### config.mk
export PLATFORM = sky130hd
export DESIGN_NAME = pixel_format_converter
export DESIGN_NICKNAME = d
export VERILOG_FILES = /design/src/design/pfc_pkg.sv /design/src/design/pixel_format_converter.sv /design/src/design/pfc_convert.sv
export VERILOG_INCLUDE_DIRS = /design/src /design/src/design
export SDC_FILE = /design/constraint.sdc
export NUM_CORES = 1
export LEC_CHECK = 0
export ABC_AREA = 0
export BUFFER_PORTS_ARGS = -buffer_cell sky130_fd_sc_hd__buf_2
export CAP_MARGIN = 0
export CORE_MARGIN = 2
export CORE_UTILIZATION = 25
export CTS_CLUSTER_DIAMETER = 60
export DETAILED_ROUTE_END_ITERATION = 6
export SYNTH_ARGS = -nofsm -noshare
export SYNTH_HDL_FRONTEND = slang
export SYNTH_SLANG_ARGS = --single-unit
export TNS_END_PERCENT = 5
### constraint.sdc
create_clock -name clk -period 19.1 [get_ports clk]
set_input_delay 1.91 -clock clk [delete_from_list [all_inputs] [get_ports clk]]
set_output_delay 1.91 -clock clk [all_outputs]
set_load 0.03 [all_outputs]
### src/design/assert_macros.svh
// assertion helpers used by pixel_format_converter
`ifndef ASSERT_MACROS_SVH
`define ASSERT_MACROS_SVH

`ifndef SYNTHESIS

// property checked at every rising clock edge outside reset
`define ASSERT_ALWAYS(label, clk_sig, rstn_sig, prop) \
    label: assert property (@(posedge clk_sig) disable iff (!rstn_sig) (prop)) \
        else $error("assertion failed");

// antecedent implies consequent, both sampled on the clock
`define ASSERT_IMPLY(label, clk_sig, rstn_sig, ante, cons) \
    label: assert property (@(posedge clk_sig) disable iff (!rstn_sig) \
        (ante) |-> (cons)) else $error("assertion failed");

`else

`define ASSERT_ALWAYS(label, clk_sig, rstn_sig, prop)
`define ASSERT_IMPLY(label, clk_sig, rstn_sig, ante, cons)

`endif

`endif

### src/design/pfc_pkg.sv
package pfc_pkg;

    // pixel format code
    typedef logic [2:0] fmt_t;

    localparam fmt_t FMT_Y1       = 3'd0;
    localparam fmt_t FMT_Y2       = 3'd1;
    localparam fmt_t FMT_Y4       = 3'd2;
    localparam fmt_t FMT_Y8       = 3'd3;
    localparam fmt_t FMT_RGB565   = 3'd4;
    localparam fmt_t FMT_RGB888   = 3'd5;
    localparam fmt_t FMT_ARGB8888 = 3'd6;
    localparam fmt_t FMT_RGBA8888 = 3'd7;

    // formats after reset
    localparam fmt_t SRC_FMT_RESET = FMT_Y8;
    localparam fmt_t DST_FMT_RESET = FMT_ARGB8888;

    // configuration register indexes
    typedef logic [0:0] cfg_idx_t;
    localparam cfg_idx_t CFG_SOURCE_FORMAT = 1'd0;
    localparam cfg_idx_t CFG_TARGET_FORMAT = 1'd1;

    // pixel word
    localparam int PIXEL_W = 32;
    typedef logic [PIXEL_W-1:0] pixel_t;

    // divide by three: (sum * 683) >> 11 is exact for sums up to 765
    localparam int          DIV3_SHIFT = 11;
    localparam logic [10:0] DIV3_MUL   = 11'd683;

    // unpacked channels
    typedef struct packed {
        logic [7:0] a;
        logic [7:0] r;
        logic [7:0] g;
        logic [7:0] b;
    } argb_t;

endpackage

### src/design/pixel_format_converter.sv
// channel   direction  signals                             handshake
// input     in         start, pixel_in                     start and not busy
// result    out        done, pixel_out                     done strobe, one cycle
// config    in         cfg_valid, cfg_index, cfg_data      cfg_valid and cfg_ready
//
// one pixel word is taken every cycle; busy stays low
// the result appears with done after the word is taken, passing first into the input register
// and then through unpack/pack into the result register
// reset sets source format to Y8 and target format to ARGB8888, and clears the strobes
// the receiver cannot stall, so nothing is held back

`include "assert_macros.svh"

module pixel_format_converter (
    input  logic                 clk,
    input  logic                 rst_n,
    input  logic                 start,
    output logic                 busy,
    input  pfc_pkg::pixel_t      pixel_in,
    output logic                 done,
    output pfc_pkg::pixel_t      pixel_out,
    input  logic                 cfg_valid,
    output logic                 cfg_ready,
    input  pfc_pkg::cfg_idx_t    cfg_index,
    input  pfc_pkg::fmt_t        cfg_data
);
    import pfc_pkg::*;

    fmt_t   src_fmt_reg;
    fmt_t   dst_fmt_reg;
    pixel_t in_pixel_reg;
    logic   in_valid_reg;
    pixel_t pixel_out_reg;
    logic   done_reg;
    pixel_t conv_result;
    logic   in_accept;

    assign busy      = 1'b0;
    assign cfg_ready = 1'b1;
    assign in_accept = start && !busy;

    // configuration registers
    always_ff @(posedge clk or negedge rst_n)
    begin
        if (!rst_n)
        begin
            src_fmt_reg <= SRC_FMT_RESET;
            dst_fmt_reg <= DST_FMT_RESET;
        end
        else if (cfg_valid && cfg_ready)
        begin
            case (cfg_index)
                CFG_SOURCE_FORMAT: src_fmt_reg <= cfg_data;
                CFG_TARGET_FORMAT: dst_fmt_reg <= cfg_data;
                default:
                begin
                end
            endcase
        end
    end

    // pipeline valid flags
    always_ff @(posedge clk or negedge rst_n)
    begin
        if (!rst_n)
        begin
            in_valid_reg <= 1'b0;
            done_reg     <= 1'b0;
        end
        else
        begin
            in_valid_reg <= in_accept;
            done_reg     <= in_valid_reg;
        end
    end

    // input word register
    always_ff @(posedge clk)
    begin
        if (in_accept)
        begin
            in_pixel_reg <= pixel_in;
        end
    end

    // format conversion
    pfc_convert u_convert (
        .src_fmt (src_fmt_reg),
        .dst_fmt (dst_fmt_reg),
        .pixel   (in_pixel_reg),
        .result  (conv_result)
    );

    // result register
    always_ff @(posedge clk)
    begin
        if (in_valid_reg)
        begin
            pixel_out_reg <= conv_result;
        end
    end

    assign done      = done_reg;
    assign pixel_out = pixel_out_reg;

    // checks
    `ASSERT_IMPLY(a_accept_to_done, clk, rst_n, in_accept, ##2 done)
    `ASSERT_IMPLY(a_done_had_accept, clk, rst_n, done, $past(in_accept, 2))
    `ASSERT_IMPLY(a_y1_narrow, clk, rst_n, done && (dst_fmt_reg == FMT_Y1), pixel_out[31:1] == 31'd0)
    `ASSERT_ALWAYS(a_never_busy, clk, rst_n, !busy)

endmodule

### src/design/pfc_convert.sv
module pfc_convert (
    input  pfc_pkg::fmt_t   src_fmt,
    input  pfc_pkg::fmt_t   dst_fmt,
    input  pfc_pkg::pixel_t pixel,
    output pfc_pkg::pixel_t result
);
    import pfc_pkg::*;

    argb_t       px;
    logic [9:0]  sum;
    logic [20:0] prod;
    logic [7:0]  y;

    // unpack source word to 8-bit channels
    always_comb
    begin
        px.a = 8'hff;
        px.r = 8'h00;
        px.g = 8'h00;
        px.b = 8'h00;
        case (src_fmt)
            FMT_Y1:
            begin
                px.r = (|pixel) ? 8'hff : 8'h00;
                px.g = px.r;
                px.b = px.r;
            end
            FMT_Y2:
            begin
                px.r = {4{pixel[1:0]}};
                px.g = px.r;
                px.b = px.r;
            end
            FMT_Y4:
            begin
                px.r = {2{pixel[3:0]}};
                px.g = px.r;
                px.b = px.r;
            end
            FMT_Y8:
            begin
                px.r = pixel[7:0];
                px.g = pixel[7:0];
                px.b = pixel[7:0];
            end
            FMT_RGB565:
            begin
                px.r = {pixel[15:11], pixel[15:13]};
                px.g = {pixel[10:5], pixel[10:9]};
                px.b = {pixel[4:0], pixel[4:2]};
            end
            FMT_RGB888:
            begin
                px.r = pixel[23:16];
                px.g = pixel[15:8];
                px.b = pixel[7:0];
            end
            FMT_ARGB8888:
            begin
                px.a = pixel[31:24];
                px.r = pixel[23:16];
                px.g = pixel[15:8];
                px.b = pixel[7:0];
            end
            default:
            begin
                px.r = pixel[31:24];
                px.g = pixel[23:16];
                px.b = pixel[15:8];
                px.a = pixel[7:0];
            end
        endcase
    end

    // luma as truncated mean of the three channels
    assign sum  = {2'b00, px.r} + {2'b00, px.g} + {2'b00, px.b};
    assign prod = {11'd0, sum} * {10'd0, DIV3_MUL};
    assign y    = prod[DIV3_SHIFT +: 8];

    // pack into target format
    always_comb
    begin
        case (dst_fmt)
            FMT_Y1:       result = {31'd0, y[7]};
            FMT_Y2:       result = {30'd0, y[7:6]};
            FMT_Y4:       result = {28'd0, y[7:4]};
            FMT_Y8:       result = {24'd0, y};
            FMT_RGB565:   result = {16'd0, px.r[7:3], px.g[7:2], px.b[7:3]};
            FMT_RGB888:   result = {8'd0, px.r, px.g, px.b};
            FMT_ARGB8888: result = {px.a, px.r, px.g, px.b};
            default:      result = {px.r, px.g, px.b, px.a};
        endcase
    end

endmodule
==> out/qor.txt, run 1 <==
Status - completed
Met1 wire length - 8570 um
Worst path bufs/invs - 4
Hold Path Class - reg -> reg
DIE AREA - 27,300 um^2
Routed wire length - 18,100 um
Overall routing resource usage - 13.2%
Metal3 WL - 1420 um
Hold path endpoint - dst_fmt_reg[0]
Final Skew - 0.00410 ns
Core area - 25,300 um^2
Placer Congestion - 0.934
Reg2reg start - src_fmt_reg[1]
CP top delay family - compound AO/OA/AOI/OAI gates
Placed insts - 1,042
Quantity of gates resized following cts - 0
Site Rows - 58
H-tree level count - 3
Achievable frequency - 0.101 GHz
Worst skew pair latency - 0.35 ns
Clock slew at reported path FFs - 0.06 ns
Grt total ovfl - 0
FF-to-FF setup slack - 9.21 ns
Area Overhead vs Synth - 14.4%
Post-synth EDFFs - 64
Rel. slew slack - 29.3%
Fin. max-slew vios - 0
Util after Layout - 29.3%
Critical path type - reg -> reg
Number of max-cap violations - 0
Die Y - 165 um
Final TNS setup - 0 ns
Final std cells w/o fill - 1,058
TritonCTS clock tree - built
Startpoint Class - register
Antenna fix cells - 0
Final ANT Viol Nets - 0
CTS Buffer Depth - 2
Routed wire per std cell - 17.1 um
Fin. Hold Viols - 0
Netlist cell types - 78
Via count - 5,458
Initial antenna violation count - 0
Setup violators final - 0
Cts hold-fix bufs - 0
Worst-Margin Slew - 1.05 ns
RSZ-0062 raised after global routing - no
Yosys warns - 0
Final Critical Period - 9.89 ns
Vias in the first global route - 5,095
# clock sinks - 72
Clock Tree Root - clkbuf_16
CP Data Arrival Time - 10.05 ns
First-pass GRT wire length - 27,900 um
Largest net degree at the start of global routing - 48
DRC - 0
Cell Area, Synth - 6490 um^2
Top Metal Used - met4
Met2 wire len - 7820 um
Syn Area/Cell - 9.65 um^2
Num CTS Buffers - 9
Share of layout cells above drive strength 1 - 16.6%
Starting Density - 25.6%
Post-Synthesis Cells - 673
Final WS setup - 9.21 ns
Sequential share of the synthesized area - 32.8%
Hpwl dp - 14,200 um
Initial DRC Count - 484
#FFs+latches synth - 72
Via-per-instance ratio - 5.16
CP max FO - 27
Worst setup EP type - register
Worst Hold Depth - 1
DR pass1 iterations - 5
CP required - 19.26 ns
Filler Cell Count - 2,619
Die width - 165 um
Post-synth ARST share - 11.1%
Slowest CP cell - dfstp_2
Max incr delay on CP - 0.77 ns
Ports - 75
Post-CTS Setup Inserts - 0
R2R Path End - pixel_out[0]
HP Start - dst_fmt_reg[0]
Dpl ws - 9.26 ns
PortBufs - 72
Cells on worst reg2reg path - 34
Nets - 855
Post-synth top flop - edfxtp_1
Syn nets - 805
Period utilization - 51.8%
cell families (layout without fill, tap and decap cells):
| logic type | count (synthesis) | count (layout) | synth area share (%) |
|---|---|---|---|
| muxes | 17 | 17 | 2.78 |
| DFF | 72 | 72 | 32.8 |
| other | 2 | 2 | 0.116 |
| buffers and inverters | 82 | 137 | 4.95 |
| AOI/OAI and AO/OA | 192 | 192 | 21.5 |
| and+or+nand+nor | 187 | 187 | 13.6 |
| adders and majority gates | 92 | 92 | 20.0 |
| xor gates and xnor gates | 29 | 29 | 4.28 |
worst max path at each step:
stage	from	to	slack, ns	cells past startpoint
2_1_floorplan	in_pixel_reg[1]	pixel_out[3]	10.71	35
3_3_place_gp	src_fmt_reg[1]	pixel_out[3]	9.38	34
3_5_place_dp	src_fmt_reg[1]	pixel_out[3]	9.26	34
4_1_cts	src_fmt_reg[1]	pixel_out[0]	9.23	34
5_1_grt	src_fmt_reg[1]	pixel_out[3]	8.48	34
6_report	src_fmt_reg[1]	pixel_out[0]	9.21	34
final cells by class:
class / count / area [um^2] / share of cell area, %
clock inverters: 6 / 60.1 / 0.809
flip-flops and latches: 72 / 2130 / 28.6
clock buffers: 10 / 229 / 3.08
inverters: 46 / 173 / 2.32
multi-input cells: 519 / 4040 / 54.4
repair buffers: 75 / 383 / 5.15
well taps: 330 / 413 / 5.56
layout by cell type (no fill, tap or decap), types with 10 or more instances in the layout:
cell	count
inv_1	44
ha_1	72
buf_2	72
a211oi_1	22
xor2_1	12
edfxtp_1	64
nor3_1	13
o221ai_1	10
nor2_1	63
xnor2_1	15
fa_1	20
nand2_1	47
and2_1	10
o21ai_0	35
a21oi_1	32
nand3_1	12
through the flow:
stage | cell area, um^2 | hold WS [ns]
4_1_cts | 7430 | 0.532
5_1_grt | 7430 | 0.551
3_3_place_gp | 7140 | 0.493
6_report | 7430 | 0.531
2_1_floorplan | 6490 | 0.673
3_5_place_dp | 7140 | 0.520
per-layer routing:
metal  track usage, %  up-vias
met5                0        -
met4             3.12        0
met3             3.55       19
met2             19.1      227
met1             19.3     2600
li1                 -     2612
worst register-to-register path, delay by kind of cell, from the launching register on:
| family | cells | cell delay (ns) |
|---|---|---|
| xor+xnor | 4 | 0.78 |
| mux | 1 | 0.13 |
| fa+ha+maj | 7 | 2.74 |
| flops | 1 | 0.77 |
| compound gates | 13 | 2.77 |
| simple gates | 5 | 2.17 |
| buf+inv | 4 | 0.35 |
cells in the mapped netlist (10+ instances only):
cell | number | share of area (%)
clkbuf_1 | 25 | 1.4
a21oi_1 | 32 | 2.5
fa_1 | 20 | 6.2
nor2_1 | 63 | 3.6
a211oi_1 | 22 | 2.5
xor2_1 | 12 | 1.6
ha_1 | 72 | 14
o221ai_1 | 10 | 1.3
xnor2_1 | 15 | 2.0
nor3_1 | 13 | 1.0
nand2_1 | 47 | 2.7
inv_1 | 44 | 2.5
edfxtp_1 | 64 | 30
o21ai_0 | 35 | 2.7
nand3_1 | 12 | 0.93
and2_1 | 10 | 0.96
Power of run 1 is left out: the tool's default activity adds up to more than one toggle a clock period on the data nets, which glitch-free logic cannot reach.
==> inputs of run 2 (changes only) <==
==> constraint.sdc (replaced) <==
create_clock -name clk -period 8.7 [get_ports clk]
set_input_delay 0.87 -clock clk [delete_from_list [all_inputs] [get_ports clk]]
set_output_delay 0.87 -clock clk [all_outputs]
set_load 0.03 [all_outputs]
==> out/qor.txt, run 2 (synthesis results as in run 1) <==
Routed wire length - 19,500 um
Critical path type - reg -> reg
Filler Cell Count - 2,564
Number of max-cap violations - 0
DR pass1 iterations - 6
Largest net degree at the start of global routing - 48
Commonest non-fill, non-tap cell in the layout - buf_4
Fin. max-slew vios - 0
Status - completed
Starting Density - 25.6%
DIE AREA - 27,300 um^2
Area Overhead vs Synth - 28.8%
Final std cells w/o fill - 1,134
Setup violators final - 0
Hpwl dp - 15,000 um
Site Rows - 58
H-tree level count - 3
Num CTS Buffers - 9
Worst setup EP type - register
Via-per-instance ratio - 5.14
Routed wire per std cell - 17.2 um
Slowest CP cell - or4_4
CP Data Arrival Time - 8.49 ns
Initial DRC Count - 544
Nets - 931
Final Critical Period - 8.43 ns
CP max FO - 5
Via count - 5,825
First-pass GRT wire length - 29,800 um
Startpoint Class - register
Final ANT Viol Nets - 0
Final Skew - 0.00607 ns
DRC - 0
Clock Tree Root - clkbuf_16
Fin. Hold Viols - 0
Multi-input gate area - 4370 um^2
Most common cell on crit path - ha_4
# clock sinks - 72
CTS Buffer Depth - 2
Achievable frequency - 0.119 GHz
Util after Layout - 33.0%
Ports - 75
Cts hold-fix bufs - 0
Hold Path Class - in -> async
Storage element area - 2130 um^2
Die Y - 165 um
Max incr delay on CP - 0.56 ns
Placed insts - 1,091
Share of layout cells above drive strength 1 - 31.2%
CP required - 8.76 ns
Worst-Margin Slew - 0.940 ns
Placer Congestion - 0.924
Initial antenna violation count - 0
Die width - 165 um
Core area - 25,300 um^2
Antenna fix cells - 0
Clock slew at reported path FFs - 0.06 ns
Rel. slew slack - 37.0%
Period utilization - 96.9%
PortBufs - 72
TritonCTS clock tree - built
Grt total ovfl - 0
Worst skew pair latency - 0.34 ns
Vias in the first global route - 5,505
Most frequent cells in the layout - 76 x buf_4, 72 x buf_2, 64 x edfxtp_1, 61 x ha_1, 58 x nor2_1
Overall routing resource usage - 14.1%
run 2: cell count changes in the layout (fill, tap and decap cells not counted), moves of 7 or more:
cell     delta
a21oi_1     -7
a21oi_2     +7
buf_4      +73
ha_1       -11
ha_4        +8
o21ai_0     -7
run 2: routing by layer:
layer	vias to the layer above	global-route usage (%)	part of all wire, %
met5	-	0	0
met4	0	3.91	1.3
met3	26	2.60	7.3
met2	243	21.1	45
met1	2790	20.5	46
li1	2766	-	-
run 2: final cells by class:
cell class / instances / area share [%]
multi-input combinational: 519 / 52.2
sequential: 72 / 25.5
timing repair buffer: 151 / 11.6
tap: 330 / 4.94
clock buffer: 9 / 2.69
inverter: 46 / 2.11
clock inverter: 7 / 0.868
run 2: worst paths after layout:
kind | cells after the start | slack [ns] | end | startpoint
max | 32 | 0.27 | pixel_out[3] | in_pixel_reg[19]
min | 1 | 0.36 | done | rst_n
max reg2reg | 32 | 0.27 | pixel_out[3] | in_pixel_reg[19]
min reg2reg | 1 | 0.51 | dst_fmt_reg[0] | dst_fmt_reg[0]
max in group asynchronous | 1 | 8.11 | dst_fmt_reg[1] | rst_n
min in group clk | 1 | 0.51 | dst_fmt_reg[0] | dst_fmt_reg[0]
run 2: worst max-delay path, delay by kind of cell (launching register included):
family                     cells  cell delay [ns]
buffers and inverters          5             0.59
and+or+nand+nor                9             2.13
xor gates and xnor gates       2             0.58
AOI/OAI and AO/OA              8             1.67
adders and majority gates      8             2.71
DFF                            1             0.45
run 2: metrics by stage:
step | setup TNS, ns | hold WS, ns | worst slack [ns] | area [um^2]
final | 0 | 0.359 | 0.267 | 8360
after global routing | -0.130 | 0.364 | -0.0774 | 8360
after CTS | 0 | 0.358 | 0.00291 | 7870
after detailed placement | -0.242 | 0.495 | -0.141 | 7520
after global placement | 0 | 0.494 | 0.0158 | 7520
after floorplan | 0 | 0.574 | 0.314 | 6490
run 2: timing repair:
item,CTS,global route
endpoints found under the setup margin,6,8
buffers inserted,2,26
pin swaps,3,44
resized for setup,8,62
Power of run 2 is left out for the same reason.
